File: src/sv/pidsp_pkg.sv
// Shared types, constants and microcode table of the PID speed-to-pedal controller.
package pidsp_pkg;

    // Register indexes on the configuration port
    localparam int CFG_IDX_W = 3;
    localparam int CFG_DATA_W = 16;
    localparam logic [CFG_IDX_W-1:0] REG_PROP_GAIN   = 3'd0;
    localparam logic [CFG_IDX_W-1:0] REG_INTEG_GAIN  = 3'd1;
    localparam logic [CFG_IDX_W-1:0] REG_DERIV_GAIN  = 3'd2;
    localparam logic [CFG_IDX_W-1:0] REG_STEP_PERIOD = 3'd3;
    localparam logic [CFG_IDX_W-1:0] REG_ACCEL_SCALE = 3'd4;
    localparam logic [CFG_IDX_W-1:0] REG_BRAKE_SCALE = 3'd5;

    // Register values after reset
    localparam logic signed [15:0] PROP_GAIN_RST   = 16'sd2089;
    localparam logic signed [15:0] INTEG_GAIN_RST  = 16'sd131;
    localparam logic signed [15:0] DERIV_GAIN_RST  = -16'sd1229;
    localparam logic [15:0]        STEP_PERIOD_RST = 16'd1229;
    localparam logic [15:0]        ACCEL_SCALE_RST = 16'd0;
    localparam logic [15:0]        BRAKE_SCALE_RST = 16'd0;

    // Datapath widths
    localparam int ERR_W  = 25;             // (desired - measured) * 256 / distance
    localparam int DLT_W  = ERR_W + 1;      // error minus previous error
    localparam int DVW    = DLT_W + 12;     // divider dividend width
    localparam int DVS_W  = 16;             // divider divisor width
    localparam int DER_W  = DVW;            // derivative term
    localparam int SUM_W  = 32;             // integral, PID and degree values
    localparam int ACC_W  = 55;             // sum of the three weighted terms
    localparam int MA_W   = 38;             // multiplier wide operand
    localparam int MB_W   = 24;             // multiplier narrow operand
    localparam int PROD_W = MA_W + MB_W;
    localparam int DIG_W  = 10;             // pedal value widened for digit split

    // Two quotient bits are produced per divider step
    localparam int DIV_STEPS = DVW / 2;
    localparam int DCNT_W    = $clog2(DIV_STEPS);

    // 180/pi in Q8.16
    localparam logic signed [MB_W-1:0] DEG_PER_RAD = 24'sd3754936;
    localparam int SAFE_BRAKE_RAW = 90;

    localparam logic [1:0] GEAR_PARK  = 2'd1;
    localparam logic [1:0] GEAR_DRIVE = 2'd2;

    typedef enum logic {
        SEQ_IDLE,
        SEQ_RUN
    } seq_state_t;

    // Operand pair presented to the shared multiplier
    typedef enum logic [2:0] {
        MS_NONE,
        MS_ERR_PER,
        MS_ERR_PG,
        MS_SUM_IG,
        MS_DER_DG,
        MS_PID_K,
        MS_DEG_SCL
    } mul_sel_t;

    // Division launched on the shared divider
    typedef enum logic [1:0] {
        DS_NONE,
        DS_ERR,
        DS_DER
    } div_sel_t;

    // Register written at the end of the step
    typedef enum logic [3:0] {
        WR_NONE,
        WR_ERR,
        WR_SUM,
        WR_ACC_LD,
        WR_ACC_ADD,
        WR_DER,
        WR_PID,
        WR_DEG,
        WR_PEDAL,
        WR_SAFE,
        WR_HUND,
        WR_OUT
    } wr_sel_t;

    // Step sequencing
    typedef enum logic [2:0] {
        JC_NEXT,
        JC_OFF,
        JC_DIV_WAIT,
        JC_GOTO,
        JC_END
    } jump_t;

    localparam int PC_W = 5;

    typedef struct packed {
        mul_sel_t         mul;
        div_sel_t         div;
        wr_sel_t          wr;
        jump_t            jmp;
        logic [PC_W-1:0]  target;
    } ucode_t;

    localparam logic [PC_W-1:0] STEP_DIGITS = 5'd17;
    localparam logic [PC_W-1:0] STEP_SAFE   = 5'd19;
    localparam logic [PC_W-1:0] STEP_NONE   = 5'd0;

    function automatic ucode_t uw(input mul_sel_t m, input div_sel_t d, input wr_sel_t w,
                                  input jump_t j, input logic [PC_W-1:0] t);
        ucode_t u;
        u.mul    = m;
        u.div    = d;
        u.wr     = w;
        u.jmp    = j;
        u.target = t;
        return u;
    endfunction

    // Controller program: one control word per step
    function automatic ucode_t ucode_rom(input logic [PC_W-1:0] step);
        ucode_t u;
        case (step)
            5'd0:  u = uw(MS_NONE,    DS_NONE, WR_NONE,    JC_OFF,      STEP_SAFE);
            5'd1:  u = uw(MS_NONE,    DS_ERR,  WR_NONE,    JC_NEXT,     STEP_NONE);
            5'd2:  u = uw(MS_NONE,    DS_NONE, WR_NONE,    JC_DIV_WAIT, STEP_NONE);
            5'd3:  u = uw(MS_NONE,    DS_NONE, WR_ERR,     JC_NEXT,     STEP_NONE);
            5'd4:  u = uw(MS_ERR_PER, DS_DER,  WR_NONE,    JC_NEXT,     STEP_NONE);
            5'd5:  u = uw(MS_ERR_PG,  DS_NONE, WR_SUM,     JC_NEXT,     STEP_NONE);
            5'd6:  u = uw(MS_SUM_IG,  DS_NONE, WR_ACC_LD,  JC_NEXT,     STEP_NONE);
            5'd7:  u = uw(MS_NONE,    DS_NONE, WR_ACC_ADD, JC_NEXT,     STEP_NONE);
            5'd8:  u = uw(MS_NONE,    DS_NONE, WR_NONE,    JC_DIV_WAIT, STEP_NONE);
            5'd9:  u = uw(MS_NONE,    DS_NONE, WR_DER,     JC_NEXT,     STEP_NONE);
            5'd10: u = uw(MS_DER_DG,  DS_NONE, WR_NONE,    JC_NEXT,     STEP_NONE);
            5'd11: u = uw(MS_NONE,    DS_NONE, WR_ACC_ADD, JC_NEXT,     STEP_NONE);
            5'd12: u = uw(MS_NONE,    DS_NONE, WR_PID,     JC_NEXT,     STEP_NONE);
            5'd13: u = uw(MS_PID_K,   DS_NONE, WR_NONE,    JC_NEXT,     STEP_NONE);
            5'd14: u = uw(MS_NONE,    DS_NONE, WR_DEG,     JC_NEXT,     STEP_NONE);
            5'd15: u = uw(MS_DEG_SCL, DS_NONE, WR_NONE,    JC_NEXT,     STEP_NONE);
            5'd16: u = uw(MS_NONE,    DS_NONE, WR_PEDAL,   JC_NEXT,     STEP_NONE);
            5'd17: u = uw(MS_NONE,    DS_NONE, WR_HUND,    JC_NEXT,     STEP_NONE);
            5'd18: u = uw(MS_NONE,    DS_NONE, WR_OUT,     JC_END,      STEP_NONE);
            5'd19: u = uw(MS_NONE,    DS_NONE, WR_SAFE,    JC_GOTO,     STEP_DIGITS);
            default: u = uw(MS_NONE,  DS_NONE, WR_NONE,    JC_GOTO,     STEP_SAFE);
        endcase
        return u;
    endfunction

endpackage

File: src/sv/pidsp_div.sv
// Radix-4 restoring divider for unsigned magnitudes, two quotient bits per cycle.
module pidsp_div
    import pidsp_pkg::*;
(
    input  logic             clk,
    input  logic             rst_n,
    input  logic             start,
    input  logic [DVW-1:0]   dividend,
    input  logic [DVS_W-1:0] divisor,
    output logic             busy,
    output logic [DVW-1:0]   quotient
);

    logic              busy_reg, busy_next;
    logic [DCNT_W-1:0] cnt_reg, cnt_next;
    logic [DVS_W-1:0]  rem_reg, rem_next;
    logic [DVS_W-1:0]  dvs_reg;
    logic [DVW-1:0]    quo_reg, quo_next;
    logic [DVS_W:0]    part0, part1, diff0, diff1;
    logic              ge0, ge1;
    logic [DVS_W-1:0]  rem_mid, rem_step;

    // Two compare-and-subtract stages per cycle
    always_comb
    begin
        part0    = {rem_reg, quo_reg[DVW-1]};
        diff0    = part0 - {1'b0, dvs_reg};
        ge0      = part0 >= {1'b0, dvs_reg};
        rem_mid  = ge0 ? diff0[DVS_W-1:0] : part0[DVS_W-1:0];
        part1    = {rem_mid, quo_reg[DVW-2]};
        diff1    = part1 - {1'b0, dvs_reg};
        ge1      = part1 >= {1'b0, dvs_reg};
        rem_step = ge1 ? diff1[DVS_W-1:0] : part1[DVS_W-1:0];
    end

    // Load on start, iterate while busy
    always_comb
    begin
        busy_next = busy_reg;
        cnt_next  = cnt_reg;
        rem_next  = rem_reg;
        quo_next  = quo_reg;
        if (start)
        begin
            busy_next = 1'b1;
            cnt_next  = DCNT_W'(DIV_STEPS - 1);
            rem_next  = '0;
            quo_next  = dividend;
        end
        else if (busy_reg)
        begin
            rem_next = rem_step;
            quo_next = {quo_reg[DVW-3:0], ge0, ge1};
            if (cnt_reg == '0)
            begin
                busy_next = 1'b0;
            end
            else
            begin
                cnt_next = cnt_reg - 1'b1;
            end
        end
    end

    always_ff @(posedge clk or negedge rst_n)
    begin
        if (!rst_n)
        begin
            busy_reg <= 1'b0;
            cnt_reg  <= '0;
        end
        else
        begin
            busy_reg <= busy_next;
            cnt_reg  <= cnt_next;
        end
    end

    // Hold divisor for the whole division
    always_ff @(posedge clk)
    begin
        rem_reg <= rem_next;
        quo_reg <= quo_next;
        if (start)
        begin
            dvs_reg <= divisor;
        end
    end

    assign busy     = busy_reg;
    assign quotient = quo_reg;

endmodule

File: src/sv/pid_speed_to_pedal_command.sv
// Top level of the PID speed controller that turns a speed error into pedal commands.
//
// Each input item carries an enable flag, desired and measured speed (signed Q8.8) and a
// path distance divisor; each item yields exactly one result item holding the accel and
// brake pedal values as three decimal digits each and the gear. A short microcoded
// program steers one shared multiplier and one radix-4 divider; an item is taken only
// while the program is idle. An enabled item holds the program from acceptance to the
// result: it waits on the error division (error over distance), then on the derivative
// division (error change over step period, which overlaps the multiply and accumulate
// steps), and runs the remaining steps; a disabled item skips the arithmetic steps. The
// next item is taken in the cycle after the result is loaded, so no item is taken
// before the last one is through the program. A finished result waits in the output
// register, and the block accepts the next item while it waits; the program stalls at
// its last step if the previous result has still not been taken. Gains, step period
// and pedal scales are to be written by the user over the configuration port only
// while idle; the block itself does not enforce this.
module pid_speed_to_pedal_command
    import pidsp_pkg::*;
#(
    parameter int PEDAL_MAX = 999
)
(
    input  logic                  clk,
    input  logic                  rst_n,
    input  logic                  s_axis_tvalid,
    output logic                  s_axis_tready,
    // desired_speed [15:0], measured_speed [31:16], path_distance [47:32]
    input  logic [47:0]           s_axis_tdata,
    // enabled [0]
    input  logic                  s_axis_tuser,
    output logic                  m_axis_tvalid,
    input  logic                  m_axis_tready,
    // accel_hundreds [3:0], accel_tens [7:4], accel_ones [11:8], brake_hundreds [15:12],
    // brake_tens [19:16], brake_ones [23:20], gear_select [25:24], zero [31:26]
    output logic [31:0]           m_axis_tdata,
    input  logic                  cfg_valid,
    output logic                  cfg_ready,
    input  logic [CFG_IDX_W-1:0]  cfg_index,
    input  logic [CFG_DATA_W-1:0] cfg_data
);

    localparam int PED_W  = $clog2(PEDAL_MAX + 1);
    localparam int PRAW_W = PROD_W - 24;
    localparam int SAFE_BRAKE = (SAFE_BRAKE_RAW > PEDAL_MAX) ? PEDAL_MAX : SAFE_BRAKE_RAW;

    // Configuration registers
    logic signed [15:0] prop_gain_reg, integ_gain_reg, deriv_gain_reg;
    logic [15:0]        step_period_reg, accel_scale_reg, brake_scale_reg;

    // Sequencer
    seq_state_t      seq_state_reg, seq_state_next;
    logic [PC_W-1:0] pc_reg, pc_next;
    ucode_t          uc;
    logic            in_accept, out_free, out_load, div_start;
    wr_sel_t         wr_sel;

    // Captured item
    logic              en_reg;
    logic signed [16:0] diff_reg;
    logic [15:0]       dist_reg;

    // Controller state
    logic signed [SUM_W-1:0] esum_reg, esum_next;
    logic signed [ERR_W-1:0] last_err_reg;
    logic [1:0]              gear_reg, gear_next;

    // Working registers
    logic signed [ERR_W-1:0]  err_reg, err_next;
    logic signed [DER_W-1:0]  der_reg, der_next;
    logic signed [ACC_W-1:0]  acc_reg;
    logic signed [SUM_W-1:0]  pid_reg, pid_next, deg_reg, deg_next;
    logic signed [PROD_W-1:0] prod_reg;
    logic [PED_W-1:0]         accel_reg, brake_reg, accel_next, brake_next;
    logic [3:0]               acc_h_reg, brk_h_reg;
    logic [6:0]               acc_rem_reg, brk_rem_reg;

    // Output register
    logic       out_valid_reg;
    logic [3:0] out_ah_reg, out_at_reg, out_ao_reg, out_bh_reg, out_bt_reg, out_bo_reg;
    logic [1:0] out_gear_reg;

    // Divider and multiplier operands
    logic                   div_busy;
    logic [DVW-1:0]         div_quo, div_dividend;
    logic [DVS_W-1:0]       div_divisor, per_eff;
    logic [16:0]            diff_mag;
    logic signed [DLT_W-1:0] dlt;
    logic [DLT_W-1:0]       dlt_mag;
    logic signed [MA_W-1:0] mul_a;
    logic signed [MB_W-1:0] mul_b;
    logic [32:0]            deg_mag;
    logic [15:0]            scale_sel;
    logic signed [ERR_W-1:0] q_err;
    logic signed [DER_W-1:0] q_der;
    logic [PRAW_W-1:0]      ped_raw;
    logic [PED_W-1:0]       ped_sat;
    logic [DIG_W-1:0]       acc_w, brk_w;
    logic [15:0]            acc_h_prod, brk_h_prod;
    logic [14:0]            acc_t_prod, brk_t_prod;
    logic [3:0]             acc_t, brk_t;

    function automatic logic signed [63:0] shr_trunc(input logic signed [63:0] v,
                                                      input int unsigned sh);
        logic signed [63:0] bias;
        bias = v[63] ? ((64'sd1 <<< sh) - 64'sd1) : 64'sd0;
        return (v + bias) >>> sh;
    endfunction

    function automatic logic signed [SUM_W-1:0] sat32(input logic signed [63:0] v);
        logic signed [SUM_W-1:0] r;
        if (v > 64'sd2147483647)
        begin
            r = 32'sh7FFFFFFF;
        end
        else if (v < -64'sd2147483648)
        begin
            r = 32'sh80000000;
        end
        else
        begin
            r = 32'(v);
        end
        return r;
    endfunction

    assign cfg_ready     = 1'b1;
    assign s_axis_tready = (seq_state_reg == SEQ_IDLE);
    assign in_accept     = s_axis_tvalid && s_axis_tready;
    assign uc            = ucode_rom(pc_reg);

    // Configuration writes; unknown indexes drop
    always_ff @(posedge clk or negedge rst_n)
    begin
        if (!rst_n)
        begin
            prop_gain_reg   <= PROP_GAIN_RST;
            integ_gain_reg  <= INTEG_GAIN_RST;
            deriv_gain_reg  <= DERIV_GAIN_RST;
            step_period_reg <= STEP_PERIOD_RST;
            accel_scale_reg <= ACCEL_SCALE_RST;
            brake_scale_reg <= BRAKE_SCALE_RST;
        end
        else if (cfg_valid && cfg_ready)
        begin
            case (cfg_index)
                REG_PROP_GAIN:   prop_gain_reg   <= $signed(cfg_data);
                REG_INTEG_GAIN:  integ_gain_reg  <= $signed(cfg_data);
                REG_DERIV_GAIN:  deriv_gain_reg  <= $signed(cfg_data);
                REG_STEP_PERIOD: step_period_reg <= cfg_data;
                REG_ACCEL_SCALE: accel_scale_reg <= cfg_data;
                REG_BRAKE_SCALE: brake_scale_reg <= cfg_data;
                default: ;
            endcase
        end
    end

    // Sequencer: next step and handshake strobes
    always_comb
    begin
        seq_state_next = seq_state_reg;
        pc_next        = pc_reg;
        out_load       = 1'b0;
        div_start      = 1'b0;
        out_free       = !out_valid_reg || m_axis_tready;
        case (seq_state_reg)
            SEQ_IDLE:
            begin
                if (in_accept)
                begin
                    seq_state_next = SEQ_RUN;
                    pc_next        = '0;
                end
            end
            SEQ_RUN:
            begin
                div_start = (uc.div != DS_NONE);
                case (uc.jmp)
                    JC_NEXT:     pc_next = pc_reg + 1'b1;
                    JC_OFF:      pc_next = en_reg ? pc_reg + 1'b1 : uc.target;
                    JC_DIV_WAIT:
                    begin
                        if (!div_busy)
                        begin
                            pc_next = pc_reg + 1'b1;
                        end
                    end
                    JC_GOTO:     pc_next = uc.target;
                    JC_END:
                    begin
                        if (out_free)
                        begin
                            out_load       = 1'b1;
                            seq_state_next = SEQ_IDLE;
                            pc_next        = '0;
                        end
                    end
                    default:     seq_state_next = SEQ_IDLE;
                endcase
            end
            default: seq_state_next = SEQ_IDLE;
        endcase
    end

    always_ff @(posedge clk or negedge rst_n)
    begin
        if (!rst_n)
        begin
            seq_state_reg <= SEQ_IDLE;
            pc_reg        <= '0;
        end
        else
        begin
            seq_state_reg <= seq_state_next;
            pc_reg        <= pc_next;
        end
    end

    assign wr_sel = (seq_state_reg == SEQ_RUN) ? uc.wr : WR_NONE;

    // Capture the item on accept
    always_ff @(posedge clk)
    begin
        if (in_accept)
        begin
            en_reg   <= s_axis_tuser;
            diff_reg <= 17'($signed(s_axis_tdata[15:0])) - 17'($signed(s_axis_tdata[31:16]));
            dist_reg <= (s_axis_tdata[47:32] == 16'd0) ? 16'd1 : s_axis_tdata[47:32];
        end
    end

    // Divider operands
    always_comb
    begin
        per_eff      = (step_period_reg == 16'd0) ? 16'd1 : step_period_reg;
        diff_mag     = diff_reg[16] ? 17'(-diff_reg) : 17'(diff_reg);
        dlt          = DLT_W'(err_reg) - DLT_W'(last_err_reg);
        dlt_mag      = dlt[DLT_W-1] ? DLT_W'(-dlt) : DLT_W'(dlt);
        if (uc.div == DS_DER)
        begin
            div_dividend = {dlt_mag, 12'b0};
            div_divisor  = per_eff;
        end
        else
        begin
            div_dividend = DVW'({diff_mag, 8'b0});
            div_divisor  = dist_reg;
        end
    end

    pidsp_div u_div (
        .clk      (clk),
        .rst_n    (rst_n),
        .start    (div_start),
        .dividend (div_dividend),
        .divisor  (div_divisor),
        .busy     (div_busy),
        .quotient (div_quo)
    );

    // Shared multiplier operand select
    always_comb
    begin
        deg_mag   = deg_reg[SUM_W-1] ? (33'd0 - 33'(deg_reg)) : 33'(deg_reg);
        scale_sel = deg_reg[SUM_W-1] ? brake_scale_reg : accel_scale_reg;
        case (uc.mul)
            MS_ERR_PER:
            begin
                mul_a = MA_W'(err_reg);
                mul_b = $signed(MB_W'(per_eff));
            end
            MS_ERR_PG:
            begin
                mul_a = MA_W'(err_reg);
                mul_b = MB_W'(prop_gain_reg);
            end
            MS_SUM_IG:
            begin
                mul_a = MA_W'(esum_reg);
                mul_b = MB_W'(integ_gain_reg);
            end
            MS_DER_DG:
            begin
                mul_a = der_reg;
                mul_b = MB_W'(deriv_gain_reg);
            end
            MS_PID_K:
            begin
                mul_a = MA_W'(pid_reg);
                mul_b = DEG_PER_RAD;
            end
            MS_DEG_SCL:
            begin
                mul_a = $signed(MA_W'(deg_mag));
                mul_b = $signed(MB_W'(scale_sel));
            end
            default:
            begin
                mul_a = '0;
                mul_b = '0;
            end
        endcase
    end

    always_ff @(posedge clk)
    begin
        prod_reg <= mul_a * mul_b;
    end

    // Result arithmetic on the registered product and accumulator
    always_comb
    begin
        q_err     = $signed(ERR_W'(div_quo));
        q_der     = $signed(div_quo);
        err_next  = diff_reg[16] ? -q_err : q_err;
        der_next  = dlt[DLT_W-1] ? -q_der : q_der;
        esum_next = sat32(64'(esum_reg) + shr_trunc(64'(prod_reg), 12));
        pid_next  = sat32(shr_trunc(64'(acc_reg), 12));
        deg_next  = sat32(shr_trunc(64'(prod_reg), 16));
        ped_raw   = prod_reg[PROD_W-1:24];
        ped_sat   = (ped_raw > PRAW_W'(PEDAL_MAX)) ? PED_W'(PEDAL_MAX) : PED_W'(ped_raw);

        // Positive drives accel, negative drives brake, zero keeps the gear
        accel_next = '0;
        brake_next = '0;
        gear_next  = gear_reg;
        if (deg_reg[SUM_W-1])
        begin
            brake_next = ped_sat;
            gear_next  = GEAR_DRIVE;
        end
        else if (deg_reg != '0)
        begin
            accel_next = ped_sat;
            gear_next  = GEAR_DRIVE;
        end
    end

    // Controller state and pedal values
    always_ff @(posedge clk or negedge rst_n)
    begin
        if (!rst_n)
        begin
            esum_reg     <= '0;
            last_err_reg <= '0;
            gear_reg     <= GEAR_PARK;
            accel_reg    <= '0;
            brake_reg    <= '0;
        end
        else
        begin
            case (wr_sel)
                WR_SUM:   esum_reg     <= esum_next;
                WR_PID:   last_err_reg <= err_reg;
                WR_PEDAL:
                begin
                    accel_reg <= accel_next;
                    brake_reg <= brake_next;
                    gear_reg  <= gear_next;
                end
                WR_SAFE:
                begin
                    accel_reg <= '0;
                    brake_reg <= PED_W'(SAFE_BRAKE);
                    gear_reg  <= GEAR_PARK;
                end
                default: ;
            endcase
        end
    end

    // Working registers
    always_ff @(posedge clk)
    begin
        case (wr_sel)
            WR_ERR:     err_reg <= err_next;
            WR_DER:     der_reg <= der_next;
            WR_ACC_LD:  acc_reg <= ACC_W'(prod_reg);
            WR_ACC_ADD: acc_reg <= acc_reg + ACC_W'(prod_reg);
            WR_PID:     pid_reg <= pid_next;
            WR_DEG:     deg_reg <= deg_next;
            default: ;
        endcase
    end

    // Decimal split: hundreds by reciprocal 41/4096, tens by 205/2048
    always_comb
    begin
        acc_w      = DIG_W'(accel_reg);
        brk_w      = DIG_W'(brake_reg);
        acc_h_prod = 16'(acc_w) * 16'd41;
        brk_h_prod = 16'(brk_w) * 16'd41;
        acc_t_prod = 15'(acc_rem_reg) * 15'd205;
        brk_t_prod = 15'(brk_rem_reg) * 15'd205;
        acc_t      = acc_t_prod[14:11];
        brk_t      = brk_t_prod[14:11];
    end

    always_ff @(posedge clk)
    begin
        if (wr_sel == WR_HUND)
        begin
            acc_h_reg   <= acc_h_prod[15:12];
            brk_h_reg   <= brk_h_prod[15:12];
            acc_rem_reg <= 7'(acc_w - DIG_W'(acc_h_prod[15:12]) * DIG_W'(100));
            brk_rem_reg <= 7'(brk_w - DIG_W'(brk_h_prod[15:12]) * DIG_W'(100));
        end
    end

    // Output register: load when the slot is free, drop on take
    always_ff @(posedge clk or negedge rst_n)
    begin
        if (!rst_n)
        begin
            out_valid_reg <= 1'b0;
        end
        else if (out_load)
        begin
            out_valid_reg <= 1'b1;
        end
        else if (m_axis_tready)
        begin
            out_valid_reg <= 1'b0;
        end
    end

    always_ff @(posedge clk)
    begin
        if (out_load)
        begin
            out_ah_reg   <= acc_h_reg;
            out_at_reg   <= acc_t;
            out_ao_reg   <= 4'(acc_rem_reg - 7'(acc_t) * 7'd10);
            out_bh_reg   <= brk_h_reg;
            out_bt_reg   <= brk_t;
            out_bo_reg   <= 4'(brk_rem_reg - 7'(brk_t) * 7'd10);
            out_gear_reg <= gear_reg;
        end
    end

    assign m_axis_tvalid = out_valid_reg;
    assign m_axis_tdata  = {6'b0, out_gear_reg, out_bo_reg, out_bt_reg, out_bh_reg,
                            out_ao_reg, out_at_reg, out_ah_reg};

    // The program never launches a division on a busy divider
    a_div_start_idle: assert property (@(posedge clk) disable iff (!rst_n)
        div_start |-> !div_busy)
        else $error("division launched while divider busy");

    // Gear only ever holds park or drive
    a_gear_legal: assert property (@(posedge clk) disable iff (!rst_n)
        gear_reg == GEAR_PARK || gear_reg == GEAR_DRIVE)
        else $error("gear register holds an illegal code");

    // A disabled item leaves the integral untouched
    a_sum_held_off: assert property (@(posedge clk) disable iff (!rst_n)
        (seq_state_reg == SEQ_RUN && !en_reg) |=> $stable(esum_reg))
        else $error("integral changed on a disabled item");

endmodule
File: config.mk
export PLATFORM = sky130hd
export DESIGN_NAME = pid_speed_to_pedal_command
export DESIGN_NICKNAME = d
export VERILOG_FILES = /design/src/sv/pidsp_pkg.sv /design/src/sv/pidsp_div.sv /design/src/sv/pid_speed_to_pedal_command.sv
export SDC_FILE = /design/constraint.sdc
export NUM_CORES = 2
export LEC_CHECK = 0
export ABC_AREA = 1
export BUFFER_PORTS_ARGS = -buffer_cell sky130_fd_sc_hd__buf_4
export CORE_UTILIZATION = 60
export DETAILED_ROUTE_END_ITERATION = 8
export PLACE_DENSITY_LB_ADDON = 0.05
export SLEW_MARGIN = 20
export SYNTH_ARGS = -nofsm -noshare
export SYNTH_HDL_FRONTEND = slang
export SYNTH_SLANG_ARGS = --single-unit
File: constraint.sdc
create_clock -name clk -period 9.53 [get_ports clk]
set_input_delay 1.906 -clock clk [delete_from_list [all_inputs] [get_ports clk]]
set_output_delay 1.906 -clock clk [all_outputs]
set_load 0.02 [all_outputs]
==> metrics.md <==
| Metric | Value |
|---|---|
| Status | complete, no violations |
| Clock slew at reported path FFs | 70 ps |
| Final slew viol count | 0 |
| Syn avg cell area | slightly below 8 sq um |
| Final setup fails | 0 |
| Global-route wire length before repair | 378,000 um |
| Area leader, netlist | fa_1 |
| Root buffer cell | clkbuf_16 |
| Fmax | roughly 0.11 GHz |
| Fin cells | between 10,000 and 15,000 |
| Via count | approximately 67,000 |
| Dpl cell area | 79,500 sq um |
| Clock skew | 64.9 ps |
| Max FO, Critical Path | 18 |
| Initial antenna violation count | 6 |
| CTS Sinks | ~600 |
| Grt ovf | 0 |
| Max stage delay on crit path | about 560 ps |
| Synth area leaders | fa_1, edfxtp_1, nand2_1 |
| Std cell rows | 130 |
| CP bufs+invs | 7 |
| Most frequent CP cell | fa_1 |
| Fin Setup TNS | 0 ps |
| Largest net degree at the start of global routing | 86 |
| Measured slew at the worst slew-check pin | between 1000 and 1500 ps |
| Core ar. | approximately 130,000 sq um |
| Yosys warns | 0 |
| Gr usage total | between 30% and 40% |
| PD cells | 219 nW/um^2 |
| Die area | 128,000 sq um |
| WHS Path Cells | 0 |
| Layout cells sized above 1 | 6.81% |
| Post-synth cell types | 85 |
| Clk_lat worst skew | roughly 700 ps |
| Post-synth EDFFs | approximately 320 |
| Lkg Pwr | 42.0 nW |
| Sequential element share of the synthesized area | 20.8% |
| H-tree lvl count | 2 |
| CTS tree | done |
| Worst endpoint data arrival time | ~9900 ps |
| Post-DP HPWL | about 210,000 um |
| Total Nets Final | roughly 11,000 |
| IO Port Bufs | 100 |
| Min cycle time layout | 9250 ps |
| Residual DRC | 0 |
| Dpl cells | around 11,000 |
| Starting density of the core | about three fifths |
| R2R depth | 36 |
| Share of the synthesized area in the top cell type | roughly a quarter |
| DRT Pass-1 Iters | 9 |
| Setup WS pre-CTS | -167 ps |
| Leading cell type by number of instances after synthesis | nand2_1 |
| Worst path depth | 36 |
| Fin area | around 82,000 sq um |
| Worst setup SP type | flop |
| Post-route ant nets | 0 |
| Synth Cell Area | roughly 76,000 sq um |
| Final hold viol count | 0 |
| Total power | about 18 mW |
| Initial DRC Count | between 7,000 and 8,000 |
| Die W | between 300 and 400 um |
| Async set-reset flop share out of synthesis | about a third |
| Synth top cells by count | nand2_1, inv_1, fa_1, nor2_1, ha_1 |
| Fin crit share | roughly 97% |
| Worst endpoint required time | around 10,000 ps |
| Main flop type after synthesis | edfxtp_1 |
| CTS buffer count | 59 |
| Max Cap Viol | 0 |
| Worst setup path category | reg2reg |
| Synthesis-to-layout area growth | 7.40% |
| R2R setup slack | 280 ps |
| Vias in the first global route | ~65,000 |
| Maximum VDD drop | 445 uV |
| Chip height | ~360 um |
| Via density | around 5.8 |
| FF+latch count, synth | around 580 |
| I/O pin count | around 110 |
| Post-Syn Instances | between 9,000 and 10,000 |
| Relative slew margins | about a quarter |
| Crit-path slowest cell | fa_1 |
| Worst hold path class | reg2reg |
| Clock Path Buffers | 3 |
| DR WL/cell | 21.6 um |
| Max FFs per register | slightly above 60 |
| Routability cong. | around 1.1 |
| Setup WS post-layout | between 200 and 300 ps |
| Cell family with the largest share of critical-path delay | adder cells |
| Fillers | ~11,000 |
| Total wire length | roughly 250,000 um |
| Crit end category | flop |
-- logic make-up after synthesis --
family / after synthesis / share of synthesized area (%)
buffers and inverters: 2272 / 11.7
AO/OA/AOI/OAI: 1156 / 8.73
other: 2 / 0.00986
AND/OR/NAND/NOR: 3975 / 21.7
adder cells (fa/ha/maj): 1472 / 33.5
flip-flops: 584 / 20.8
XOR/XNOR: 309 / 3.57
-- worst paths after layout --
path	end	start
min in group asynchronous	prop_gain_reg[2]	rst_n
max in group asynchronous	brake_reg[1]	rst_n
worst min-delay path	out_bh_reg[2]	brk_h_reg[2]
worst max register to register	prod_reg[55]	pc_reg[1]
worst max-delay path	prod_reg[55]	pc_reg[1]
worst min register to register	out_bh_reg[2]	brk_h_reg[2]
-- repair_timing --
item	4_1_cts	5_1_grt
endpoints found under the setup margin	10	25
buffers inserted	0	12
gates resized for setup	2	61
hold buffers	0	0
pin swaps	0	4
-- final cells by class --
type,instances,area [sq um],area share (%)
multi-input cells,6919,51700,63.2
well taps,1650,2060,2.52
flip-flops and latches,584,15800,19.4
repair buffers,314,2600,3.18
diodes,2,5.00,0.00612
clock inverters,45,399,0.488
clock buffers,67,1570,1.92
inverters,2016,7600,9.29
-- per-stage QoR --
| step | util, % | hold WS (ps) |
|---|---|---|
| global placement | 63.2 | 406 |
| finish | 65.1 | 427 |
| global route | 65.1 | 447 |
| floorplan | - | 400 |
| detailed placement | 63.2 | 414 |
| CTS | 64.8 | 428 |
-- per-layer routing --
layer / GRT usage [%] / vias up / share of wire [%] / wire length, um
met4: 19.1 / 2 / 5.6 / 14100
met5: 0 / - / 0.0040 / 10
li1: - / 30600 / - / -
met3: 6.62 / 653 / 8.9 / 22300
met2: 62.4 / 3144 / 46 / 115000
met1: 51.3 / 32500 / 39 / 98600
-- report_power, final --
| group | switching (mW) | internal, mW |
|---|---|---|
| clock network | 1.14 | 1.26 |
| registers | 0.745 | 3.68 |
| logic | 7.52 | 3.56 |
| total | 9.41 | 8.51 |
-- placed cells by master, fill, tap and decap left out, drive strengths merged, types with 9 or more instances in the layout --
master	netlist	final
a211oi	13	13
a21boi	9	9
a21o	47	47
a21oi	386	386
a221oi	22	22
a22o	18	18
a22oi	14	14
a31oi	50	50
buf	146	313
clkbuf	110	68
clkinv	4	36
clkinvlp	0	9
dfrtp	163	163
dfstp	25	25
dfxtp	78	78
edfxtp	318	318
fa	948	948
ha	524	524
inv	2012	2014
nand2	2427	2427
nand3	314	314
nand3b	17	17
nand4	100	100
nor2	890	890
nor3	114	114
nor4	61	61
o211ai	19	19
o21a	16	16
o21ai	464	464
o21bai	39	39
o22ai	23	23
or2	38	38
xnor2	87	87
xor2	222	222
Power figures use the tool's default switching activity.
